## config.mk

```make
export PLATFORM = sky130hd
export DESIGN_NAME = literal_rank_attention_core_flat
export DESIGN_NICKNAME = d
export VERILOG_FILES = /design/src/design/lra_pkg.sv /design/src/design/lra_if.sv /design/src/design/lra_cell.sv /design/src/design/lra_head.sv /design/src/design/literal_rank_attention_core.sv /design/src/flat_wrapper.sv
export VERILOG_INCLUDE_DIRS = /design/src /design/src/design
export SDC_FILE = /design/constraint.sdc
export NUM_CORES = 1
export LEC_CHECK = 0
export ABC_AREA = 0
export BUFFER_PORTS_ARGS = -buffer_cell sky130_fd_sc_hd__buf_2
export CAP_MARGIN = 20
export CORE_MARGIN = 5
export CORE_UTILIZATION = 46
export DETAILED_ROUTE_END_ITERATION = 8
export GPL_TIMING_DRIVEN = 0
export PLACE_DENSITY = 0.7
export SYNTH_ARGS = -nofsm -noshare
export SYNTH_HDL_FRONTEND = slang
export SYNTH_SLANG_ARGS = --single-unit
```

## constraint.sdc

```tcl
create_clock -name clk_i -period 13.3 [get_ports clk_i]
set_input_delay 0.665 -clock clk_i [delete_from_list [all_inputs] [get_ports clk_i]]
set_output_delay 0.665 -clock clk_i [all_outputs]
set_load 0.01 [all_outputs]
```

## src/design/assert_macros.svh

```systemverilog
// ----------------------------------------------------------------------------
// Assertion macros
// Concurrent assertion wrappers clocked on the rising edge, with an
// active-low reset disable. Define ASSERT_OFF to compile them out.
// ----------------------------------------------------------------------------
`ifndef ASSERT_MACROS_SVH
`define ASSERT_MACROS_SVH

`ifndef ASSERT_OFF
`define ASSERT_PROP(lbl, clk, rst_n, prop, msg) \
  lbl: assert property (@(posedge clk) disable iff (!rst_n) prop) else $error(msg);
`define ASSERT_NEVER(lbl, clk, rst_n, cond, msg) \
  lbl: assert property (@(posedge clk) disable iff (!rst_n) !(cond)) else $error(msg);
`else
`define ASSERT_PROP(lbl, clk, rst_n, prop, msg)
`define ASSERT_NEVER(lbl, clk, rst_n, cond, msg)
`endif

`endif

```

## src/design/lra_pkg.sv

```systemverilog
// ----------------------------------------------------------------------------
// Literal rank attention package
// Sizes, operation codes, register indexes and shared types.
// ----------------------------------------------------------------------------
package lra_pkg;

  localparam int unsigned MAX_LITERALS = 64;
  localparam int unsigned LIT_W        = $clog2(MAX_LITERALS);
  localparam int unsigned CNT_W        = 7;
  localparam int unsigned DATA_W       = 64;
  localparam int unsigned CFG_W        = 7;

  localparam logic [1:0] FUNC_ATTN  = 2'd0;
  localparam logic [1:0] FUNC_TYPE1 = 2'd1;
  localparam logic [1:0] FUNC_TYPE2 = 2'd2;

  localparam logic CFG_LITERAL_COUNT  = 1'b0;
  localparam logic CFG_ATTENTION_SPAN = 1'b1;

  typedef logic [LIT_W-1:0] lit_idx_t;

  typedef struct packed {
    logic shift;
  } cell_ctrl_t;

  typedef struct packed {
    logic start;
    logic step;
    logic is_t1;
    logic first;
    logic act;
    logic can_sink;
    logic demote;
    logic lit_set;
  } head_ctrl_t;

  typedef enum logic [4:0] {
    ST_IDLE     = 5'b00001,
    ST_ATTN     = 5'b00010,
    ST_ATTN_OUT = 5'b00100,
    ST_FEED     = 5'b01000,
    ST_FLUSH    = 5'b10000
  } state_e;

endpackage

```

## src/design/lra_if.sv

```systemverilog
// ----------------------------------------------------------------------------
// Literal rank attention channels
// Request channel and result channel, valid/ready handshake.
// ----------------------------------------------------------------------------
interface lra_in_if;
  import lra_pkg::*;
  logic              valid;
  logic              ready;
  logic [1:0]        func;
  logic [DATA_W-1:0] literal_bits;
  logic [DATA_W-1:0] included_bits;
  logic [DATA_W-1:0] demote_bits;
  logic              apply_update;

  modport source (output valid, func, literal_bits, included_bits, demote_bits,
                  apply_update, input ready);
  modport sink   (input valid, func, literal_bits, included_bits, demote_bits,
                  apply_update, output ready);
endinterface

interface lra_out_if;
  import lra_pkg::*;
  logic              valid;
  logic              ready;
  logic [DATA_W-1:0] masked_bits;

  modport source (output valid, masked_bits, input ready);
  modport sink   (input valid, masked_bits, output ready);
endinterface

```

## src/design/lra_cell.sv

```systemverilog
// ----------------------------------------------------------------------------
// Rank cell
// Holds the literal index of one rank and takes its neighbor's on a shift.
// ----------------------------------------------------------------------------
module lra_cell
  import lra_pkg::*;
(
  input  logic       clk_i,
  input  logic       rst_ni,
  input  lit_idx_t   init_i,
  input  cell_ctrl_t ctrl_i,
  input  lit_idx_t   next_i,
  output lit_idx_t   q_o
);

  lit_idx_t val_q;

  always_ff @(posedge clk_i or negedge rst_ni) begin
    if (!rst_ni) begin
      val_q <= init_i;
    end else if (ctrl_i.shift) begin
      val_q <= next_i;
    end
  end

  assign q_o = val_q;

endmodule

```

## src/design/lra_head.sv

```systemverilog
// ----------------------------------------------------------------------------
// Rank chain head
// Swap unit at the head of the rank chain: keeps the rank still open to a
// swap and the sinking literal, and emits one settled rank per step.
// ----------------------------------------------------------------------------
`include "assert_macros.svh"

module lra_head
  import lra_pkg::*;
(
  input  logic       clk_i,
  input  logic       rst_ni,
  input  head_ctrl_t ctrl_i,
  input  lit_idx_t   s_i,
  output lit_idx_t   emit_o,
  output lit_idx_t   pend_o
);

  lit_idx_t pend_q, pend_d;
  lit_idx_t sink_el_q, sink_el_d;
  logic     carry_q, carry_d;
  logic     up;
  logic     sink;

  always_comb begin
    up        = ctrl_i.act && !ctrl_i.first &&
                (ctrl_i.is_t1 ? ctrl_i.lit_set : !ctrl_i.lit_set);
    sink      = ctrl_i.is_t1 && ctrl_i.can_sink && ctrl_i.demote;
    emit_o    = pend_q;
    pend_d    = pend_q;
    sink_el_d = sink_el_q;
    carry_d   = carry_q;
    if (carry_q) begin
      emit_o = s_i;
      if (!sink) begin
        carry_d = 1'b0;
        pend_d  = sink_el_q;
      end
    end else if (up) begin
      emit_o = s_i;
    end else if (sink && !ctrl_i.lit_set) begin
      carry_d   = 1'b1;
      sink_el_d = s_i;
    end else begin
      pend_d = s_i;
    end
  end

  always_ff @(posedge clk_i or negedge rst_ni) begin
    if (!rst_ni) begin
      carry_q <= 1'b0;
    end else if (ctrl_i.start) begin
      carry_q <= 1'b0;
    end else if (ctrl_i.step) begin
      carry_q <= carry_d;
    end
  end

  always_ff @(posedge clk_i) begin
    if (ctrl_i.step) begin
      pend_q    <= pend_d;
      sink_el_q <= sink_el_d;
    end
  end

  assign pend_o = pend_q;

  `ASSERT_PROP(a_carry_type1, clk_i, rst_ni, carry_q && ctrl_i.step |-> ctrl_i.is_t1 && ctrl_i.act, "sinking literal outside type I pass or past count")
  `ASSERT_PROP(a_start_clears, clk_i, rst_ni, ctrl_i.start |=> !carry_q, "sinking literal survives pass start")
  `ASSERT_NEVER(a_carry_first, clk_i, rst_ni, carry_q && ctrl_i.step && ctrl_i.first, "sinking literal at top rank")

endmodule

```

## src/design/literal_rank_attention_core.sv

```systemverilog
// Attention: ST_ATTN steps every rank past the head, then ST_ATTN_OUT registers the result.
// Type I / type II feedback: busy while ST_FEED steps every rank, then during the ST_FLUSH chain flush.
// Throughput: ready is high only in ST_IDLE, so a new request waits until the pass is done; the rank chain rotates one
// rank past the head per cycle; a held result delays the next attention load.
// Feedback without apply and the unused code: taken in ST_IDLE, which the core does not leave.
// Reset: asynchronous, ranking returns to the identity, count and span to 64.
// ----------------------------------------------------------------------------
// Literal rank attention core
// Keeps a ranking of literals in a rotating chain of cells, masks literals
// by attention span and updates the ranking from type I / type II feedback.
// ----------------------------------------------------------------------------
`include "assert_macros.svh"

module literal_rank_attention_core
  import lra_pkg::*;
(
  input  logic             clk_i,
  input  logic             rst_ni,
  input  logic             cfg_we_i,
  input  logic             cfg_idx_i,
  input  logic [CFG_W-1:0] cfg_data_i,
  lra_in_if.sink           req_i,
  lra_out_if.source        res_o
);

  localparam lit_idx_t K_LAST = lit_idx_t'(MAX_LITERALS - 1);

  state_e            state_q, state_d;
  logic [CNT_W-1:0]  count_q, span_q;
  lit_idx_t          k_q, k_d;
  logic [1:0]        func_q;
  logic [DATA_W-1:0] lits_q, incl_q, dem_q, res_q, res_d;
  logic              out_valid_q, out_valid_d;
  logic [DATA_W-1:0] out_bits_q;
  logic              out_load;

  logic [CNT_W-1:0]  n_use;
  logic [CNT_W-1:0]  k_ext;
  lit_idx_t          s;
  lit_idx_t          tail;
  lit_idx_t          emit;
  lit_idx_t          pend;
  lit_idx_t          cell_q [MAX_LITERALS];
  cell_ctrl_t        cell_ctrl;
  head_ctrl_t        head_ctrl;
  logic              accept;

  assign n_use  = (count_q > CNT_W'(MAX_LITERALS)) ? CNT_W'(MAX_LITERALS) : count_q;
  assign k_ext  = CNT_W'(k_q);
  assign s      = cell_q[0];
  assign accept = req_i.valid && req_i.ready;

  assign req_i.ready       = (state_q == ST_IDLE);
  assign res_o.valid       = out_valid_q;
  assign res_o.masked_bits = out_bits_q;

  genvar j;
  generate
    for (j = 0; j < MAX_LITERALS; j++) begin : g_cell
      lit_idx_t nxt;
      if (j == MAX_LITERALS - 1) begin : g_tail
        assign nxt = tail;
      end else begin : g_mid
        assign nxt = cell_q[j+1];
      end
      lra_cell u_cell (
        .clk_i  (clk_i),
        .rst_ni (rst_ni),
        .init_i (lit_idx_t'(j)),
        .ctrl_i (cell_ctrl),
        .next_i (nxt),
        .q_o    (cell_q[j])
      );
    end
  endgenerate

  always_comb begin
    head_ctrl.start    = accept;
    head_ctrl.step     = (state_q == ST_FEED);
    head_ctrl.is_t1    = (func_q == FUNC_TYPE1);
    head_ctrl.first    = (k_q == '0);
    head_ctrl.act      = (k_ext < n_use);
    head_ctrl.can_sink = ((k_ext + CNT_W'(1)) < n_use);
    head_ctrl.demote   = dem_q[0];
    head_ctrl.lit_set  = lits_q[s];
  end

  lra_head u_head (
    .clk_i  (clk_i),
    .rst_ni (rst_ni),
    .ctrl_i (head_ctrl),
    .s_i    (s),
    .emit_o (emit),
    .pend_o (pend)
  );

  always_comb begin
    cell_ctrl.shift = 1'b0;
    tail            = s;
    unique case (state_q)
      ST_ATTN: begin
        cell_ctrl.shift = 1'b1;
        tail            = s;
      end
      ST_FEED: begin
        cell_ctrl.shift = 1'b1;
        tail            = emit;
      end
      ST_FLUSH: begin
        cell_ctrl.shift = 1'b1;
        tail            = pend;
      end
      default: begin
        cell_ctrl.shift = 1'b0;
      end
    endcase
  end

  always_comb begin
    state_d  = state_q;
    k_d      = k_q;
    res_d    = res_q;
    out_load = 1'b0;
    unique case (state_q)
      ST_IDLE: begin
        k_d   = '0;
        res_d = req_i.literal_bits;
        if (accept) begin
          if (req_i.func == FUNC_ATTN) begin
            state_d = ST_ATTN;
          end else if (req_i.apply_update &&
                       (req_i.func == FUNC_TYPE1 || req_i.func == FUNC_TYPE2)) begin
            state_d = ST_FEED;
          end
        end
      end
      ST_ATTN: begin
        if (k_ext >= span_q && k_ext < n_use && !incl_q[s]) begin
          res_d[s] = 1'b0;
        end
        k_d = k_q + lit_idx_t'(1);
        if (k_q == K_LAST) begin
          state_d = ST_ATTN_OUT;
        end
      end
      ST_ATTN_OUT: begin
        if (!out_valid_q || res_o.ready) begin
          out_load = 1'b1;
          state_d  = ST_IDLE;
        end
      end
      ST_FEED: begin
        k_d = k_q + lit_idx_t'(1);
        if (k_q == K_LAST) begin
          state_d = ST_FLUSH;
        end
      end
      ST_FLUSH: begin
        state_d = ST_IDLE;
      end
      default: begin
        state_d = ST_IDLE;
      end
    endcase
  end

  always_comb begin
    out_valid_d = out_valid_q;
    if (res_o.ready) begin
      out_valid_d = 1'b0;
    end
    if (out_load) begin
      out_valid_d = 1'b1;
    end
  end

  always_ff @(posedge clk_i or negedge rst_ni) begin
    if (!rst_ni) begin
      state_q     <= ST_IDLE;
      k_q         <= '0;
      out_valid_q <= 1'b0;
      count_q     <= CNT_W'(MAX_LITERALS);
      span_q      <= CNT_W'(MAX_LITERALS);
    end else begin
      state_q     <= state_d;
      k_q         <= k_d;
      out_valid_q <= out_valid_d;
      if (cfg_we_i) begin
        unique case (cfg_idx_i)
          CFG_LITERAL_COUNT:  count_q <= cfg_data_i;
          CFG_ATTENTION_SPAN: span_q  <= cfg_data_i;
          default: ;
        endcase
      end
    end
  end

  always_ff @(posedge clk_i) begin
    res_q <= res_d;
    if (accept) begin
      func_q <= req_i.func;
      lits_q <= req_i.literal_bits;
      incl_q <= req_i.included_bits;
      dem_q  <= req_i.demote_bits;
    end else if (state_q == ST_FEED) begin
      dem_q <= dem_q >> 1;
    end
    if (out_load) begin
      out_bits_q <= res_q;
    end
  end

  `ASSERT_PROP(a_attn_done, clk_i, rst_ni, state_q == ST_ATTN && k_q == K_LAST |=> state_q == ST_ATTN_OUT, "attention walk overran")
  `ASSERT_PROP(a_flush_one, clk_i, rst_ni, state_q == ST_FLUSH |=> state_q == ST_IDLE, "flush longer than one cycle")
  `ASSERT_PROP(a_out_hold, clk_i, rst_ni, state_q == ST_ATTN_OUT && out_valid_q && !res_o.ready |=> state_q == ST_ATTN_OUT && $stable(out_bits_q), "result overwritten while waiting")

endmodule
```

## src/flat_wrapper.sv

```systemverilog
// flat-port wrapper written by rule: the top's interface ports become plain ports
module literal_rank_attention_core_flat import lra_pkg::*;
  (clk_i, rst_ni, cfg_we_i, cfg_idx_i, cfg_data_i, req_i_valid, req_i_func, req_i_literal_bits, req_i_included_bits, req_i_demote_bits, req_i_apply_update, req_i_ready, res_o_valid, res_o_masked_bits, res_o_ready);
  lra_in_if req_i_i ();
  lra_out_if res_o_i ();
  input  logic clk_i;
  input  logic rst_ni;
  input  logic cfg_we_i;
  input  logic cfg_idx_i;
  input  logic [CFG_W-1:0] cfg_data_i;
  input wire logic [$bits(req_i_i.valid)-1:0] req_i_valid;
  input wire logic [$bits(req_i_i.func)-1:0] req_i_func;
  input wire logic [$bits(req_i_i.literal_bits)-1:0] req_i_literal_bits;
  input wire logic [$bits(req_i_i.included_bits)-1:0] req_i_included_bits;
  input wire logic [$bits(req_i_i.demote_bits)-1:0] req_i_demote_bits;
  input wire logic [$bits(req_i_i.apply_update)-1:0] req_i_apply_update;
  output wire logic [$bits(req_i_i.ready)-1:0] req_i_ready;
  output wire logic [$bits(res_o_i.valid)-1:0] res_o_valid;
  output wire logic [$bits(res_o_i.masked_bits)-1:0] res_o_masked_bits;
  input wire logic [$bits(res_o_i.ready)-1:0] res_o_ready;
  assign req_i_i.valid = req_i_valid;
  assign req_i_i.func = req_i_func;
  assign req_i_i.literal_bits = req_i_literal_bits;
  assign req_i_i.included_bits = req_i_included_bits;
  assign req_i_i.demote_bits = req_i_demote_bits;
  assign req_i_i.apply_update = req_i_apply_update;
  assign req_i_ready = req_i_i.ready;
  assign res_o_valid = res_o_i.valid;
  assign res_o_masked_bits = res_o_i.masked_bits;
  assign res_o_i.ready = res_o_ready;
  literal_rank_attention_core u_core (.clk_i(clk_i), .rst_ni(rst_ni), .cfg_we_i(cfg_we_i), .cfg_idx_i(cfg_idx_i), .cfg_data_i(cfg_data_i), .req_i(req_i_i), .res_o(res_o_i));
endmodule
```

## After elaboration in Yosys (flattened, before gate mapping)

Index checks and enable logic that the tools add are counted.
W data, S select, Z words.

- Flip-flop bits (word level): 745
- Output and inout bits: 66
- Word-level logic and storage cells: 177

- Reduce and logical (&&, ||, !) cells: 30
- Multiplexer cells: 38
- Add/subtract/negate cells: 2
- $lt $le $gt $ge: 6
- Bitwise gates (word level): 5
- Eq/ne operators: 18

Operators with widths:

| cell | number |
|---|---|
| $mux W64 | 3 |
| $pmux W64 S2 | 1 |
| $and A64 B64 Y64 | 1 |
| $not A64 Y64 | 1 |
| $mux W6 | 6 |
| $mux W5 | 6 |
| $pmux W6 S2 | 2 |
| $pmux W5 S4 | 1 |
| $mux W1 | 15 |
| $bmux W1 S6 | 2 |
| $logic_and A1 B1 Y1 | 10 |
| $ne A2 B2 Y1 const B | 5 |
| $reduce_and A4 Y1 | 2 |
| $reduce_bool A2 Y1 | 4 |
| $add A6 B1 Y7 const B | 1 |
| $ge A6 B7 Y1 | 1 |
| $gt A7 B7 Y1 const B | 1 |
| $lt A6 B7 Y1 | 1 |
| $lt A6 B7 Y1 const B | 1 |
| $lt A7 B7 Y1 | 1 |
| $mux W7 | 1 |
| $add A6 B1 Y6 const B | 1 |
| $demux W1 S6 | 1 |
| $eq A6 B6 Y1 const B | 1 |
| other kinds (19) | 30 |

## Longest topological paths before layout

Gate-level depths: netlist of the first run.

- Word-level depth: 11
- Depth in mapped cells: 12

## Least setup slack after synthesis of the first run

No wires, ideal clock.

- Path kind: flip-flop to flip-flop
- Start point: reg u_core.g_cell[0].u_cell.val_q[2]
- End point: reg u_core.res_q[0], enable pin
- Library setup time: 0.581 ns
- Clock period less this slack: 7.382 ns
- Required time: 12.719 ns
- Cell stages (with the launch flop): 13
- Setup slack: 5.918 ns
- Arrival time: 6.801 ns
- Cell sequence: dfrtp_1 > buf_6 > buf_12 > buf_2 > and3b_1 > clkbuf_1 > a22o_1 > a221oi_1 > nand4_1 > a32o_1 > nor2_1 > a31oi_1 > o31ai_1

- Longest elaborated chain between the ends: 6

RTL lines:

| item | RTL line | source |
|---|---|---|
| start, declared | lra_cell.sv:16 | `lit_idx_t val_q;` |
| start signal, assigned | lra_cell.sv:20 | `val_q <= init_i;` |
| start signal, assigned | lra_cell.sv:22 | `val_q <= next_i;` |
| $bmux W1 S6 | literal_rank_attention_core.sv:138 | `if (k_ext >= span_q && k_ext < n_use && !incl_q[s]) begin` |
| $mux W1 (not written as such) | literal_rank_attention_core.sv:138 |  |
| $logic_not A1 Y1 | literal_rank_attention_core.sv:138 |  |
| $logic_and A1 B1 Y1 | literal_rank_attention_core.sv:138 |  |
| $ne A2 B1 Y1 (no line) | -- |  |
| $reduce_and A2 Y1 (no line) | -- |  |
| end signal, assigned | literal_rank_attention_core.sv:199 | `res_q <= res_d;` |
| end, declared | literal_rank_attention_core.sv:32 | `logic [DATA_W-1:0] lits_q, incl_q, dem_q, res_q, res_d;` |

No other way between the ends. The select of a mux whose other input is x is not followed.
A chain may end at the register's enable or synchronous reset.

## Worst setup path after layout of the first run

- Start point: reg u_core.g_cell[0].u_cell.val_q[0]
- End point: reg u_core.res_q[17], enable pin

The elaborated chain is that of the path after synthesis.

==> results of run 1 <==
[metal layers]
| metal | share of wire, % | GRT usage (%) |
|---|---|---|
| met1 | 40 | 21.7 |
| met2 | 50 | 29.7 |
| met3 | 6.7 | 4.54 |
| met4 | 3.9 | 7.19 |
| met5 | 0.063 | 0 |
[worst paths after layout]
| kind | from | to | slack [ns] | cells past startpoint |
|---|---|---|---|---|
| min in group asynchronous | rst_ni | u_core.g_cell[48].u_cell.q_o[0] | 0.59 | 2 |
| worst min-delay path | req_i_included_bits[59] | u_core.incl_q[59] | 0.21 | 1 |
| worst min register to register | u_core.res_q[2] | u_core.res_o.masked_bits[2] | 0.43 | 0 |
| worst max-delay path | u_core.g_cell[0].u_cell.q_o[0] | u_core.res_q[17] | 9.07 | 13 |
| max in group asynchronous | rst_ni | u_core.g_cell[3].u_cell.q_o[5] | 11.11 | 4 |
| worst max register to register | u_core.g_cell[0].u_cell.q_o[0] | u_core.res_q[17] | 9.07 | 13 |
[worst max-delay path, cell delays in order, from the launching register on]
cell     delay, ns
dfrtp_1       0.66
buf_6         0.27
buf_2         0.29
inv_1         0.21
nor3_1        0.80
a22oi_1       0.16
nand4_1       0.17
nor2_1        0.05
a311o_1       0.34
a31oi_1       0.28
o31ai_4       0.15
buf_8         0.22
buf_16        0.18
buf_16        0.17
[cell families after synthesis]
logic type	synth area share [%]
mux	19.1
xor+xnor	0.149
flops	70.2
simple gates	3.01
fa+ha+maj	0.837
buf+inv	1.93
compound gates	4.81
[area by class of cell]
cell class / instances / area (sq um)
Inverter: 24 / 90.1
Clock inverter: 32 / 345
Buffer: 92 / 478
Fill cell: 5057 / 28500
Clock buffer: 109 / 2140
Timing Repair Buffer: 288 / 1710
Antenna cell: 9 / 22.5
Sequential cell: 745 / 20600
Multi-Input combinational cell: 926 / 8210
Tap cell: 846 / 1060
[what timing repair did]
item | 4_1_cts | 5_1_grt
resized for setup | 0 | 0
hold buffers | 1 | 0
endpoints found under the hold margin | 4 | 0
[through the flow]
| step | cells | hold slack, ns | power (mW) | util (%) |
|---|---|---|---|---|
| 2_1_floorplan | 1787 | 0.369 | 2.52 | - |
| 3_3_place_gp | 2906 | 0.426 | 2.59 | 50.3 |
| 3_5_place_dp | 2920 | 0.427 | 2.60 | 50.9 |
| 4_1_cts | 3062 | 0.170 | 4.73 | 54.8 |
| 5_1_grt | 3068 | 0.175 | 4.84 | 54.9 |
| 6_report | 3071 | 0.206 | 4.68 | 54.9 |
[where the power goes]
| group | leakage (nW) | total, mW | internal, mW | switching, mW |
|---|---|---|---|---|
| sequential | 7.97 | 2.44 | 2.43 | 0.0102 |
| combinational | 4.65 | 0.118 | 0.0489 | 0.0689 |
| clock | 1.23 | 2.12 | 1.23 | 0.887 |
| total | 13.9 | 4.68 | 3.71 | 0.966 |
[registers in the layout, summed over array words and instances, names as in the netlist, 7 cells and up]
signal / cells
u_core.incl_q: 64
u_core.dem_q: 64
u_core.g_cell.u_cell.q_o: 384
u_core.res_q: 64
u_core.count_q: 7
u_core.lits_q: 64
u_core.res_o.masked_bits: 64
u_core.span_q: 7
[placed cells by master, fill, tap and decap left out, drive strengths merged, types with 24 or more instances in the layout]
cell	netlist	routed
o21ai	141	141
clkbuf	78	187
mux2	460	460
inv	24	29
nor2	24	24
edfxtp	334	334
dfstp	195	195
dfrtp	216	216
nand2	97	97
buf	13	300
==> metrics.yaml, run 1 <==
yosys:
  yosysTopAreaCellShare_pct: 34.2
  netlist.top_cell.by_area: "edfxtp_1"
  ys_top_cells_by_count: "459 x mux2_2, 334 x edfxtp_1, 216 x dfrtp_1"
  syn-num-nets: 2013
  synthTopCellsByArea: "edfxtp_1 34%, dfrtp_1 18%, mux2_2 18%"
  synth-seq-area-share_pct: 70.2
  synth_area_per_cell_sq_um: 16.4
  synth_seq_cells: 745
  yosys_most_used_dff: "edfxtp_1"
  yosysWarningCount: 0
  synth.most_common_cell: "mux2_2"
  synth_edf_count: 334
  synthCells: 1787
  async_reset_ff_share_pct: 55.2
  netlist-cell-type-count: 68
  netlist_area_sq_um: 29300
placement:
  hpwl_um: 42200
  io_buffers: 273
  place_congestion: 0.830
  post-place-ws_ns: 9.10
  dpl-instance-area_sq_um: 32100
clock_network:
  clkTransAtPathRegs_ns: 0.06
  cts_setup_buffers: 0
  clockBufferDepth: 3
  cts-root-buf: "clkbuf_16"
  htreeDepth: 3
  clk_latency_ns: 0.63
  cts_tree: "yes"
  clock_sinks: 745
  cts_buffers: 77
route:
  first_pass_iters: 5
  wl_per_cell_um: 20.0
  drc_errors: 0
  ant_nets: 0
  drt-initial-drc-count: 1074
  vias: 16354
  wl_um: 61400
  vias_per_cell: 5.33
global_routing:
  grt_pass1_vias: 17691
  grt_pass1_wl_um: 97400
  overflow: 0
  antenna_found_initial: 12
  grt_max_degree: 136
  grt_usage_pct: 17.6
worst_setup_path:
  path_class: "flop to flop"
  cp-end-kind: "flop"
  start_kind: "flop"
  worstPathArrival_ns: 4.59
  crit_required_ns: 13.66
  cp_max_fo: 18
timing:
  rsz0062_at_grt: "no"
  min_period_over_period_pct: 31.8
  fin_skew_ns: 0.0297
  setup_tns_ns: 0
  relSlewSlack_pct: 33.0
  fmax_mhz: 237
  period_minus_slack_ns: 4.23
  setup_viol: 0
  drv_slew: 0
  hold_violations: 0
  max_slew.worst_pin.slew_ns: 1.00
  fin_ws_ns: 9.07
layout:
  final_nets: 2380
  final_area_sq_um: 34600
  area_growth_pct: 18.1
  drive_gt1_share_pct: 49.5
worst_hold_path:
  min_path_type: "input pin to flop"
floorplan:
  die_h_um: 262
  rows: 92
  die_area_sq_um: 68800
  coreArea_sq_um: 63100
  initial_core_util_pct: 46.4
  die_w_um: 262
  ioPinCount: 274
power_and_ir_drop:
  power.leakage_nw: 13.9
  ir_worst_vdd_uv: 126
  p_per_area_nw_per_um2: 135
outcome:
  status: "finished clean"
flow_run:
  max_cap_viol_count: 0
Note: power is estimated with default switching activity, not from simulation.
==> run 2: changes to the inputs <==
==> constraint.sdc (replaced) <==
create_clock -name clk_i -period 4.3 [get_ports clk_i]
set_input_delay 0.215 -clock clk_i [delete_from_list [all_inputs] [get_ports clk_i]]
set_output_delay 0.215 -clock clk_i [all_outputs]
set_load 0.01 [all_outputs]
==> run 2 against run 1 <==
Worst setup slack got worse by 8.8 ns. Final cell count is 6.7% higher. Global-route usage rose by 1.4 points. Hold slack worse by 0.14 ns. Critical path type unchanged. Sequential power grew to 3.1 times the previous value. Utilization rose by 3.4 points. Non-clock buffer count rose by 202. Final area increased by 6.1%. Combinational power rose to 4.5 times the previous value.
==> metrics.yaml, run 2 (synthesis results as in run 1) <==
global_routing:
  grt_max_degree: 126  # -7.4%
  grt_pass1_wl_um: 106000  # +8.4%
  grt_pass1_vias: 18939  # +7.1%
  overflow: 0  # unchanged
  antenna_found_initial: 10  # -2
  grt_usage_pct: 19.0  # +1.4 points
floorplan:
  initial_core_util_pct: 46.4  # unchanged
  coreArea_sq_um: 63100  # unchanged
  die_area_sq_um: 68800  # unchanged
  die_w_um: 262  # unchanged
  rows: 92  # unchanged
  ioPinCount: 274  # unchanged
  die_h_um: 262  # unchanged
timing:
  setup_viol: 0  # unchanged
  period_minus_slack_ns: 4.07  # -0.159 ns
  relSlewSlack_pct: 41.1  # +8.1 points
  max_slew.worst_pin.slew_ns: 0.883  # -0.119 ns
  setup_tns_ns: 0  # unchanged
  fin_skew_ns: 0.0442  # +0.0145 ns
  hold_violations: 0  # unchanged
  fmax_mhz: 246  # +3.9%
  drv_slew: 0  # unchanged
  min_period_over_period_pct: 94.6  # +63 points
  holdWs_ns: 0.0694  # -0.136 ns
  rsz0062_at_grt: "no"
route:
  vias: 17538  # +7.2%
  first_pass_iters: 5  # unchanged
  wl_per_cell_um: 20.3  # +1.3%
  wl_um: 66400  # +8.1%
  drc_errors: 0  # unchanged
  vias_per_cell: 5.35  # +0.50%
  drt-initial-drc-count: 1353  # +26%
  ant_nets: 0  # unchanged
worst_setup_path:
  crit_required_ns: 4.59  # -9.07 ns
  worstPathArrival_ns: 4.36  # -0.23 ns
  cp-end-kind: "flop"
  cp_max_fo: 19  # +1
  start_kind: "flop"
  path_class: "flop to flop"
layout:
  mostFrequentLayoutCell: "mux2_2"
  largest_reg_flops: 384  # unchanged
  nFillCells: 4775  # -5.6%
  area_growth_pct: 25.4
  instances_no_fill: 3277  # +6.7%
  final_nets: 2582  # +8.5%
  layout_common_cells: "459 x mux2_2, 334 x edfxtp_1, 275 x buf_2, 216 x dfrtp_1, 204 x dlygate4sd3_1"
  drive_gt1_share_pct: 45.3  # -4.2 points
power_and_ir_drop:
  ir_worst_vdd_uv: 404  # +220%
  p_per_area_nw_per_um2: 401  # +200%
  power.leakage_nw: 14.7  # +6.3%
outcome:
  status: "finished clean"
clock_network:
  clock_sinks: 745  # unchanged
  cts-root-buf: "clkbuf_16"
  clockBufferDepth: 3  # unchanged
  htreeDepth: 3  # unchanged
  cts_tree: "yes"
  cts_buffers: 77  # unchanged
  clk_latency_ns: 0.62  # about the same
  clkTransAtPathRegs_ns: 0.06  # about the same
flow_run:
  max_cap_viol_count: 0  # unchanged
worst_hold_path:
  min_path_type: "input pin to flop"
placement:
  hpwl_um: 42100  # -0.25%
  place_congestion: 0.829  # -0.14%
  dp_cells: 2919  # -0.034%
  io_buffers: 273  # unchanged
-- run 2: metrics by stage --
step	area (sq um)	utilization (%)	total power [mW]	worst slack (ns)
after floorplan	29300	-	7.78	0.101
after global placement	31700	50.3	8.00	-4.48
after detailed placement	32100	50.9	8.05	-0.0945
after CTS	36700	58.1	14.9	0.203
after global routing	36700	58.2	15.2	0.0681
final	36700	58.2	14.7	0.231
-- run 2: layout make-up --
cell class                      count  area, sq um  share of cell area (%)
Timing Repair Buffer              490         3730                    10.2
Clock inverter                     33          320                   0.872
Tap cell                          846         1060                    2.88
Inverter                           24         90.1                   0.245
Clock buffer                      109         2220                    6.05
Buffer                             92          484                    1.32
Multi-Input combinational cell    926         8240                    22.4
Antenna cell                       12         30.0                  0.0818
Sequential cell                   745        20600                    56.0
-- run 2: repair_timing --
item                                    CTS  global route
endpoints found under the setup margin   19            19
hold buffers                            204             0
hold endpoints to repair                376             0
resized for setup                         2             4
setup buffers                             0             0
-- run 2: metal layers --
layer	track usage, %	up-vias	wire, um
met3	3.68	190	4610
met1	23.4	8727	25200
met2	32.4	834	33700
li1	-	7787	-
met4	8.88	0	2880
met5	0	-	0
-- run 2: worst paths after layout --
kind | from | end | slack [ns] | cells past startpoint
setup reg to reg | u_core.g_cell[0].u_cell.q_o[2] | u_core.res_q[31] | 0.23 | 16
setup / recovery | u_core.g_cell[0].u_cell.q_o[2] | u_core.res_q[31] | 0.23 | 16
hold / removal | req_i_apply_update | u_core.state_q[0] | 0.07 | 4
min in group asynchronous | rst_ni | u_core.g_cell[50].u_cell.q_o[0] | 0.09 | 2
hold reg to reg | u_core.res_q[6] | u_core.res_o.masked_bits[6] | 0.44 | 0
max in group asynchronous | rst_ni | u_core.g_cell[60].u_cell.q_o[5] | 2.14 | 6
-- run 2: power breakdown --
part / switching [mW] / internal [mW] / total [mW]
Sequential: 0.0303 / 7.51 / 7.54
Clock: 2.75 / 3.92 / 6.67
Combinational: 0.254 / 0.274 / 0.528
Total: 3.03 / 11.7 / 14.7
-- run 2: worst max-delay path: stages, from the launching register on --
cell and delay [ns]:
dfrtp_1 0.41, buf_6 0.19, buf_12 0.16, buf_2 0.31, buf_2 0.35, nor3_2 0.16
a22o_1 0.20, a221oi_1 0.26, nand4_1 0.14, a32o_1 0.28, nor2_1 0.10, a31oi_1 0.08
o31ai_4 0.29, buf_8 0.22, buf_8 0.22, buf_16 0.18, buf_16 0.18
==> run 3: changes to the inputs <==
--- a/config.mk
+++ b/config.mk
@@ -7,7 +7,7 @@
 export NUM_CORES = 1
 export LEC_CHECK = 0
 export ABC_AREA = 0
-export BUFFER_PORTS_ARGS = -buffer_cell sky130_fd_sc_hd__buf_2
+export BUFFER_PORTS_ARGS = -buffer_cell sky130_fd_sc_hd__buf_4
 export CAP_MARGIN = 20
 export CORE_MARGIN = 5
 export CORE_UTILIZATION = 46
==> run 3 against run 2 <==
Utilization grew 0.97 points. Sequential power about the same. Non-clock buffer count decreased by 2. Maximum frequency down 2.7%. Clock power fell by 1%. Die area stayed put. Critical path depth down 3. Final cell count hardly changed. Sequential cell count is the same.
==> metrics.yaml, run 3 (synthesis results as in run 1) <==
worst_setup_path:
  critPathTopFamily: "simple AND/OR/NAND/NOR gates"
  crit_required_ns: 4.65  # +0.06 ns
  slowest_stage: "nor3b_1"
  crit_path_end: "u_core.res_q[17]"
  path_class: "flop to flop"
  start_kind: "flop"
  crit_path_frequent_cell: "buf_8"
  rrSetupSlack_ns: 0.12  # -0.11 ns
  max_stage_delay_ns: 0.97  # +0.56 ns
  path_cells: "buf_6, buf_2, nor3b_1, a22oi_1, nand4_1, nor2_1, a311o_1, a31oi_1, o31ai_4, buf_8, buf_8, buf_16, buf_8"
  cp.depth: 13  # -3
  cp_max_fo: 18  # -1
  crit_buf_inv: 6  # -2
  reg2regPathDepth: 13  # -3
  cp-end-kind: "flop"
  worstPathArrival_ns: 4.53  # +0.17 ns
  reg2reg_from: "u_core.g_cell[0].u_cell.q_o[0]"
  r2r-end: "u_core.res_q[17]"
  critPathLaunch: "u_core.g_cell[0].u_cell.q_o[0]"
global_routing:
  grt_usage_pct: 19.2  # +0.20 points
  grt_max_degree: 111  # -12%
  globalRouteMet3Util_pct: 3.74  # +0.066 points
  grt_pass1_wl_um: 107000  # +0.88%
  top_usage_layer: "met2"
  grtUsageMet2_pct: 32.7  # +0.39 points
  overflow: 0  # unchanged
  antenna_found_initial: 11  # +1
  grt_pass1_vias: 19211  # +1.4%
  gr-usage-met1_pct: 23.6  # +0.19 points
timing:
  period_minus_slack_ns: 4.18  # +0.111 ns
  max_slew.worst_pin.slew_ns: 1.18  # +0.293 ns
  drv_slew: 0  # unchanged
  setup_viol: 0  # unchanged
  holdWs_ns: 0.0512  # -0.0182 ns
  relSlewSlack_pct: 21.4  # -20 points
  rsz0062_at_grt: "no"
  fin_skew_ns: 0.0447  # +0.000475 ns
  min_period_over_period_pct: 97.2  # +2.6 points
  hold_violations: 0  # unchanged
  fmax_mhz: 239  # -2.7%
power_and_ir_drop:
  seqPwrFrac_pct: 51.4  # +0.2 points
  p_per_area_nw_per_um2: 393  # -2.0%
  p_int_mw: 11.6  # -0.78%
  p_sw_share_pct: 20.9  # +0.36 points
  combPwrFrac_pct: 3.9  # +0.3 points
  power.leakage_nw: 14.9  # +1.3%
  ir_worst_vdd_uv: 349  # -14%
  clockPowerShare_pct: 44.7  # -0.5 points
  total_power_mw: 14.7  # -0.33%
  p_switching_mw: 3.08  # +1.4%
route:
  ant_nets: 0  # unchanged
  first_pass_iters: 8  # +3
  drt-initial-drc-count: 1317  # -2.7%
  vias_per_cell: 5.34  # -0.21%
  wl_um: 67100  # +1.1%
  vias: 17506  # -0.18%
  drc_errors: 0  # unchanged
  wl_per_cell_um: 20.5  # +1.1%
floorplan:
  die_area_sq_um: 68800  # unchanged
  die_w_um: 262  # unchanged
  die_h_um: 262  # unchanged
  coreArea_sq_um: 63100  # unchanged
  ioPinCount: 274  # unchanged
  rows: 92  # unchanged
  initial_core_util_pct: 46.4  # unchanged
layout:
  largest_reg_flops: 384  # unchanged
  mostFrequentLayoutCell: "mux2_2"
  final_area_sq_um: 37300  # +1.7%
  final_nets: 2581  # -0.039%
  drive_gt1_share_pct: 45.5  # +0.17 points
  area_growth_pct: 27.5
  layout_common_cells: "459 x mux2_2, 334 x edfxtp_1, 273 x buf_4, 215 x dfrtp_1, 204 x dlygate4sd3_1"
clock_network:
  cts_tree: "yes"
  htreeDepth: 3  # unchanged
  clk_latency_ns: 0.63  # about the same
  clkTransAtPathRegs_ns: 0.06  # about the same
  clock_sinks: 745  # unchanged
  clockBufferDepth: 3  # unchanged
  cts_setup_buffers: 0  # unchanged
  cts-root-buf: "clkbuf_16"
  cts_buffers: 78  # +1.3%
placement:
  place_congestion: 0.808  # -2.5%
  dpl-instance-area_sq_um: 32700  # +2.0%
  hpwl_um: 42600  # +1.0%
  io_buffers: 273  # unchanged
outcome:
  status: "finished clean"
flow_run:
  max_cap_viol_count: 0  # unchanged
worst_hold_path:
  min_path_type: "input pin to flop"
-- run 3: cell count changes in the layout (fill, tap and decap cells not counted), sizes merged --
cell | before | now
buf | 299 | 296
clkinv | 24 | 22
clkbuf | 187 | 190
clkinvlp | 1 | 4
inv | 27 | 28
diode | 12 | 13
bufinv | 5 | 3
-- run 3: power by group through the flow --
stage,logic (mW),clock network [mW],registers [mW]
2_1_floorplan,0.117,0,7.67
3_3_place_gp,0.378,0,7.67
3_5_place_dp,0.415,0,7.67
4_1_cts,0.573,6.71,7.54
5_1_grt,0.632,7.01,7.55
6_report,0.578,6.57,7.55
-- run 3: metal layers --
| metal | share of wire [%] | wire length, um |
|---|---|---|
| met5 | 0 | 0 |
| met1 | 39 | 26000 |
| met2 | 51 | 34100 |
| met3 | 6.2 | 4150 |
| met4 | 4.3 | 2900 |
-- run 3: worst min-delay path by stage --
stage | from | end | slack (ns) | cells after the start
2_1_floorplan | rst_ni | u_core.count_q[0] | -0.08 | 0
3_3_place_gp | req_i_included_bits[9] | u_core.incl_q[9] | 0.39 | 1
3_5_place_dp | rst_ni | u_core.g_cell[48].u_cell.q_o[0] | 0.28 | 1
4_1_cts | req_i_apply_update | u_core.state_q[0] | 0.03 | 4
5_1_grt | req_i_apply_update | u_core.state_q[0] | 0.14 | 4
6_report | req_i_apply_update | u_core.state_q[0] | 0.05 | 4
-- run 3: area by class of cell --
| type | instances | area (sq um) |
|---|---|---|
| Multi-Input combinational cell | 926 | 8230 |
| Clock inverter | 33 | 319 |
| Sequential cell | 745 | 20600 |
| Inverter | 24 | 90.1 |
| Timing Repair Buffer | 489 | 4380 |
| Antenna cell | 13 | 32.5 |
| Clock buffer | 111 | 2200 |
| Fill cell | 4666 | 25700 |
| Tap cell | 846 | 1060 |
| Buffer | 91 | 482 |
-- run 3: what timing repair did --
action	in CTS	in global routing
hold buffers	204	0
resized for setup	2	4
endpoints found under the hold margin	327	0
endpoints found under the setup margin	28	12
-- run 3: per-stage QoR --
| step | TNS [ns] | setup slack [ns] | utilization (%) | std cells |
|---|---|---|---|---|
| global route | 0 | 0.0243 | 59.2 | 3277 |
| global placement | -320.40 | -1.44 | 51.4 | 2906 |
| CTS | 0 | 0.0471 | 59.1 | 3266 |
| floorplan | 0 | 0.101 | - | 1787 |
| finish | 0 | 0.120 | 59.2 | 3278 |
| detailed placement | -2.75 | -0.187 | 51.9 | 2918 |
-- run 3: worst register-to-register path: stages (launching register included) --
cell and delay [ns]:
dfrtp_2 0.51, buf_6 0.22, buf_2 0.22, nor3b_1 0.98, a22oi_1 0.20, nand4_1 0.21, nor2_1 0.06, a311o_1 0.34
a31oi_1 0.28, o31ai_4 0.15, buf_8 0.23, buf_8 0.19, buf_16 0.18, buf_8 0.17
